File: src/rtl/rrhm_pkg.sv
// Shared types and constants for the round-robin handle map.
`timescale 1ns / 1ps

package rrhm_pkg;

	localparam int MODE_W = 3;
	localparam int KEY_W  = 32;
	localparam int ID_W   = 8;

	typedef enum logic [MODE_W-1:0] {
		MODE_MAP      = 3'd0,
		MODE_ATTACH   = 3'd1,
		MODE_FREE_ID  = 3'd2,
		MODE_FREE_KEY = 3'd3,
		MODE_FIND     = 3'd4,
		MODE_READ     = 3'd5
	} mode_t;

	// Commands from the controller to the datapath.
	typedef struct packed {
		logic load_req;
		logic scan_clr;
		logic scan_run;
		logic alloc_init;
		logic alloc_next;
		logic slot_rd;
		logic res_fail;
		logic res_hit;
		logic res_slot;
		logic res_alloc;
		logic free_hit;
		logic free_slot;
		logic attach;
		logic load_out;
	} rrhm_cmd_t;

	// Status from the datapath to the controller.
	typedef struct packed {
		logic [MODE_W-1:0] mode;
		logic              key_zero;
		logic              hit;
		logic              scan_end;
		logic              slot_ok;
		logic              alloc_free;
		logic              alloc_wrap;
	} rrhm_stat_t;

endpackage

File: src/rtl/rrhm_ctrl.sv
// Controller state machine: sequences search, allocation and slot operations.
`timescale 1ns / 1ps

module rrhm_ctrl
	import rrhm_pkg::*;
(
	input  logic       clk,
	input  logic       arst_n,
	input  logic       req_valid,
	output logic       req_ready,
	output logic       rsp_valid,
	input  logic       rsp_ready,
	input  rrhm_stat_t st,
	output rrhm_cmd_t  cmd
);
	typedef enum logic [2:0] {
		ST_IDLE,
		ST_DECODE,
		ST_SEARCH,
		ST_ALLOC,
		ST_SLOT_RD,
		ST_SLOT_ACT,
		ST_FINISH
	} state_t;

	state_t state_q, state_d;
	logic   out_vld_q;

	assign req_ready = (state_q == ST_IDLE);
	assign rsp_valid = out_vld_q;

	always_comb begin
		cmd     = '0;
		state_d = state_q;
		unique case (state_q)
			ST_IDLE: begin
				if (req_valid) begin
					cmd.load_req = 1'b1;
					state_d      = ST_DECODE;
				end
			end
			ST_DECODE: begin
				unique case (st.mode)
					MODE_MAP, MODE_FIND: begin
						cmd.scan_clr = 1'b1;
						state_d      = ST_SEARCH;
					end
					MODE_FREE_KEY: begin
						if (st.key_zero) begin
							cmd.res_fail = 1'b1;
							state_d      = ST_FINISH;
						end else begin
							cmd.scan_clr = 1'b1;
							state_d      = ST_SEARCH;
						end
					end
					MODE_ATTACH, MODE_FREE_ID, MODE_READ: begin
						state_d = ST_SLOT_RD;
					end
					default: begin
						cmd.res_fail = 1'b1;
						state_d      = ST_FINISH;
					end
				endcase
			end
			ST_SEARCH: begin
				cmd.scan_run = 1'b1;
				if (st.hit) begin
					cmd.res_hit  = 1'b1;
					cmd.free_hit = (st.mode == MODE_FREE_KEY);
					state_d      = ST_FINISH;
				end else if (st.scan_end) begin
					if (st.mode == MODE_MAP) begin
						cmd.alloc_init = 1'b1;
						state_d        = ST_ALLOC;
					end else begin
						cmd.res_fail = 1'b1;
						state_d      = ST_FINISH;
					end
				end
			end
			ST_ALLOC: begin
				priority if (st.alloc_wrap) begin
					cmd.res_fail = 1'b1;
					state_d      = ST_FINISH;
				end else if (st.alloc_free) begin
					cmd.res_alloc = 1'b1;
					state_d       = ST_FINISH;
				end else begin
					cmd.alloc_next = 1'b1;
				end
			end
			ST_SLOT_RD: begin
				cmd.slot_rd = 1'b1;
				state_d     = ST_SLOT_ACT;
			end
			ST_SLOT_ACT: begin
				if (st.slot_ok) begin
					cmd.res_slot  = 1'b1;
					cmd.attach    = (st.mode == MODE_ATTACH);
					cmd.free_slot = (st.mode == MODE_FREE_ID);
				end else begin
					cmd.res_fail = 1'b1;
				end
				state_d = ST_FINISH;
			end
			ST_FINISH: begin
				if (!out_vld_q || rsp_ready) begin
					cmd.load_out = 1'b1;
					state_d      = ST_IDLE;
				end
			end
			default: begin
				state_d = ST_IDLE;
			end
		endcase
	end

	always_ff @(posedge clk or negedge arst_n) begin
		if (!arst_n) begin
			state_q   <= ST_IDLE;
			out_vld_q <= 1'b0;
		end else begin
			state_q <= state_d;
			if (cmd.load_out) begin
				out_vld_q <= 1'b1;
			end else if (rsp_ready) begin
				out_vld_q <= 1'b0;
			end
		end
	end
endmodule

File: config.mk
export PLATFORM = sky130hd
export DESIGN_NAME = rrhm_ctrl
export DESIGN_NICKNAME = d
export VERILOG_FILES = /design/src/rtl/rrhm_pkg.sv /design/src/rtl/rrhm_ctrl.sv
export SDC_FILE = /design/constraint.sdc
export NUM_CORES = 1
export LEC_CHECK = 0
export ABC_AREA = 1
export BUFFER_PORTS_ARGS = -buffer_cell sky130_fd_sc_hd__clkbuf_2
export CAP_MARGIN = 20
export CORE_AREA = 2 2 39 41
export DETAILED_ROUTE_END_ITERATION = 10
export DIE_AREA = 0 0 41 43
export PLACE_DENSITY = 0.7
export SYNTH_ARGS = -nofsm -noshare
export SYNTH_HDL_FRONTEND = slang
export SYNTH_SLANG_ARGS = --single-unit
export TNS_END_PERCENT = 30
File: constraint.sdc
create_clock -name clk -period 3 [get_ports clk]
set_clock_uncertainty 0.05 [all_clocks]
set_input_delay 0 -clock clk [delete_from_list [all_inputs] [get_ports clk]]
set_output_delay 0 -clock clk [all_outputs]
set_load 0.01 [all_outputs]
# Word level (Yosys, flattened, before mapping)
# Index checks and enable logic that the tools add are counted.
# totals
ff_bits	4
mem_count	0
latchBits	0
mem_bits_rw	0
in_bits	13
out_inout_bits	16
mem_bits_ro	0
wordCells	72
# classes
add_sub_neg	0
mux	46
reduce_logical	9
magnitude_cmp	0
n_shift	0
n_mul	0
n_bitwise	0
eq_ne	15
n_div	0
# op_table
op	n
two-way mux 1 bit	30
two-way mux 3 bit	8
one-hot mux 3 bit (7 select lines)	1
equality test 3 bit (second input constant)	5
equality test 3 x 2 -> 1 bit (second input constant)	4
one-hot mux 3 bit (3 select lines)	1
equality test 3 x 1 -> 1 bit (second input constant)	2
logical NOT 3 bit	2
two-way mux 2 bit	3
!= test 3 bit (second input constant)	2
OR reduction 5 bit	1
!= test 2 bit (second input constant)	2
one-hot mux 1 bit (2 select lines)	2
one-hot mux 1 bit (4 select lines)	1
AND reduction 4 bit	1
OR reduction 3 bit	1
nonzero test 2 bit	1
OR reduction 2 bit	1
logical NOT 1 bit	1
logical OR 1 bit	1

# Logic depth before layout (Yosys ltp)
# depth
ltp_word	5
mapped_depth	8
mapped_depth_nobuf	8

# Worst setup path before layout
# Ideal clock, no wire load.
# synth_path
kind	flip-flop to output port
from	register state_q[0]
to	output cmd[10] (netlist name)
t_required_ns	2.950
path_stages_with_launch	6
n_path_buf	0
arrival_time_ns	1.092
slack_ns	1.858
path_cell_list	dfrtp_1 -> inv_2 -> nand2_2 -> nor2_4 -> inv_2 -> nor4b_2
# synth_rtl
item	line	text
from (decl)	rrhm_ctrl.sv:26	state_t state_q, state_d;
from (signal assigned)	rrhm_ctrl.sv:124	state_q <= state_d;
to (decl)	rrhm_ctrl.sv:14	output rrhm_cmd_t cmd

==> flow_summary.yaml <==
hold_path:
  hp-class: "in2reg"
drt:
  routed_wl_um: 1131
  drc: 0
  routed_via_density: 4.702
  drt_iter0_markers: 5
  firstDrtPassIters: 2
  drtAntennaViolNets: 0
  num_vias: 616
  wl_per_cell_um: 8.634
synthesis:
  synthXorXnorAreaFrac_pct: 0
  ys_types: 19
  synthMuxAreaShare_pct: 0
  ys_ff_latch: 4
  synth_simple_gate_area_share_pct: 58.42
  ys_warn_count: 0
  synth_fp_nets: 96
  yosysSeqAreaShare_pct: 20.41
  synth_top_family_by_area: "simple AND/OR/NAND/NOR gates"
  synthCells: 83
  synth_compound_area_share_pct: 8.163
  synth_adder_area_share_pct: 0
  syn_area_per_cell_um2: 5.909
  synthTopCellsByArea: "dfrtp_1 20%, nand2_1 17%, nor2_1 9.9%"
  netlist_area_um2: 490.5
  synth_top_cell_area_share_pct: 20.41
  synth_top_cell_by_area: "dfrtp_1"
timing:
  tightest_slew_ns: 0.3271
  setup_tns_ns: 0
  drv_slew: 0
  setup_ws_ns: 1.534
  hold_viol_final: 0
  fin_crit_sh_pct: 48.87
  period_minus_slack_ns: 1.466
  max-slew-margin-rel_pct: 78.19
  rsz0062_at_grt: "no"
  setup_violations: 0
  fmax_ghz: 0.6821
floorplanning:
  die_h_um: 43
  initial_utilization_pct: 35.44
  rows: 14
  core-area_um2: 1384
  dieArea_um2: 1763
  die_w_um: 41
  io-pin-count: 29
final_layout:
  diodes: 0
  post-route-cell-area_um2: 681.9
  area_growth_pct: 39.03
  final_layout_size_suffix_gt1_share_pct: 38.26
  nets: 130
  fillerInstances: 147
global_route:
  grt_pass1_vias: 510
  grt_overflow: 0
  grtUsageTotal_pct: 15.64
  grt_max_degree: 10
  grt_pass1_wl_um: 1876
  antenna_found_initial: 0
critical_path:
  path_buf_inv: 3
  cp-end-kind: "output pin"
  cpMostUsedCell: "nand2_1"
  crit_path_start_kind: "register"
  critical-path-max-stage-delay_ns: 0.48
  cp_max_fo: 9
  arrival_ns: 1.42
  critPathRequiredTime_ns: 2.95
  path_cells: "inv_2 -> nand2_1 -> nor2_2 -> inv_1 -> nor2_1 -> nand2_1 -> nand3_1 -> clkbuf_2"
  cp_slowest_cell: "dfrtp_1"
  critPathKind: "reg2out"
  crit_family: "flip-flops"
clocking:
  cts.sinks: 4
  h-tree-depth: 1
  tritoncts: "done"
  cts_buffers: 3
  cts_root_buf: "clkbuf_4"
  cts_setup_buffers: 0
  clk_pin_slew_worst_paths_ns: 0.03
  clockBufferDepth: 2
  worst_skew_pair.late_latency_ns: 0.23
power:
  power_density_nw_per_um2: 737.8
  p_leak_nw: 0.4017
  peakVddDrop_v: 0.0004257
placed_design:
  port_buffers: 28
  gp_congestion: 0.7870
  place_ws_ns: 1.733
  placed_cell_area_um2: 639.4
  post-dp-hpwl_um: 981.7
job:
  maxCapViolations: 0
outcome:
  status: "completed"
kinds of logic after synthesis:
group | after synthesis
AND/OR/NAND/NOR | 56
buffers and inverters | 15
flip-flops | 4
AO/OA/AOI/OAI | 8
final timing paths:
check	start	to	slack, ns	cells past startpoint
worst min register to register	rsp_valid	rsp_valid	0.53	2
min in group asynchronous	arst_n	state_q[1]	0.05	2
worst min-delay path	st[1]	state_q[0]	0.03	4
max in group asynchronous	arst_n	state_q[0]	2.73	2
worst max register to register	state_q[2]	state_q[0]	1.73	7
worst max-delay path	state_q[2]	cmd[7]	1.53	8
power breakdown:
group | switching (mW) | leakage [nW] | internal, mW
Sequential | 0.0391 | 0.0505 | 0.0814
Clock | 0.0207 | 0.0138 | 0.0446
Combinational | 0.200 | 0.337 | 0.117
Total | 0.260 | 0.402 | 0.243
placed cells by master, fill, tap and decap left out:
| cell | Yosys | layout |
|---|---|---|
| a21oi_1 | 3 | 3 |
| and3_1 | 1 | 1 |
| clkbuf_2 | 0 | 28 |
| clkbuf_4 | 0 | 3 |
| dfrtp_1 | 4 | 4 |
| dlygate4sd3_1 | 0 | 2 |
| inv_1 | 11 | 11 |
| inv_2 | 3 | 3 |
| nand2_1 | 22 | 22 |
| nand2_2 | 3 | 3 |
| nand3_1 | 5 | 5 |
| nand4_1 | 3 | 3 |
| nor2_1 | 13 | 13 |
| nor2_2 | 4 | 4 |
| nor2_4 | 1 | 1 |
| nor3_1 | 1 | 1 |
| nor4_1 | 1 | 1 |
| nor4b_2 | 1 | 1 |
| nor4b_4 | 1 | 1 |
| o21ai_0 | 4 | 4 |
| o21ai_1 | 1 | 1 |
metrics by stage:
stage	util, %	cells	power [mW]	hold slack (ns)
after floorplan	-	83	0.3566	-0.3456
after global placement	46.20	126	0.4358	-0.2379
after detailed placement	46.20	126	0.4395	-0.2391
after CTS	49.28	131	0.5096	0.03076
after global routing	49.28	131	0.5622	0.04513
final	49.28	131	0.5031	0.03068
layer usage:
metal / up-vias / share of wire (%) / track usage (%)
met1: 262 / 41 / 17.32
met3: 2 / 6.5 / 1.571
met4: 0 / 1.2 / 10.00
met2: 20 / 52 / 26.25
met5: - / 0 / 0
li1: 332 / - / -
sequential cells by signal, summed over array words and instances (netlist names):
signal / cells
rsp_valid: 1
state_q: 3
repair_timing:
action                                  4_1_cts  5_1_grt
endpoints found under the setup margin        0        0
resized for setup                             0        0
hold buffers                                  2        0
hold endpoints to repair                      5        0
final cells by class:
type	instances	area, um2	area share [%]
clock buffer	3	22.52	3.303
inverter	14	52.55	7.706
multi-input combinational	64	326.6	47.89
sequential	4	100.1	14.68
tap	16	20.02	2.936
timing repair buffer	30	160.2	23.49
cells in the mapped netlist:
cell type / number
a21oi_1: 3
and3_1: 1
o21ai_1: 1
o21ai_0: 4
nor2_2: 4
nor4b_4: 1
nor4b_2: 1
nand4_1: 3
dfrtp_1: 4
inv_1: 11
nand2_2: 3
inv_2: 3
nand2_1: 22
nor4_1: 1
nor3_1: 1
nor2_1: 13
nor2_4: 1
nand3_1: 5
buf_6: 1
worst min-delay path, cell delays in order:
cell and delay, ns:
clkbuf_2 0.09, nor2_1 0.04, nand2_2 0.09, nand2_1 0.05
Power figures use the tool's default switching activity.
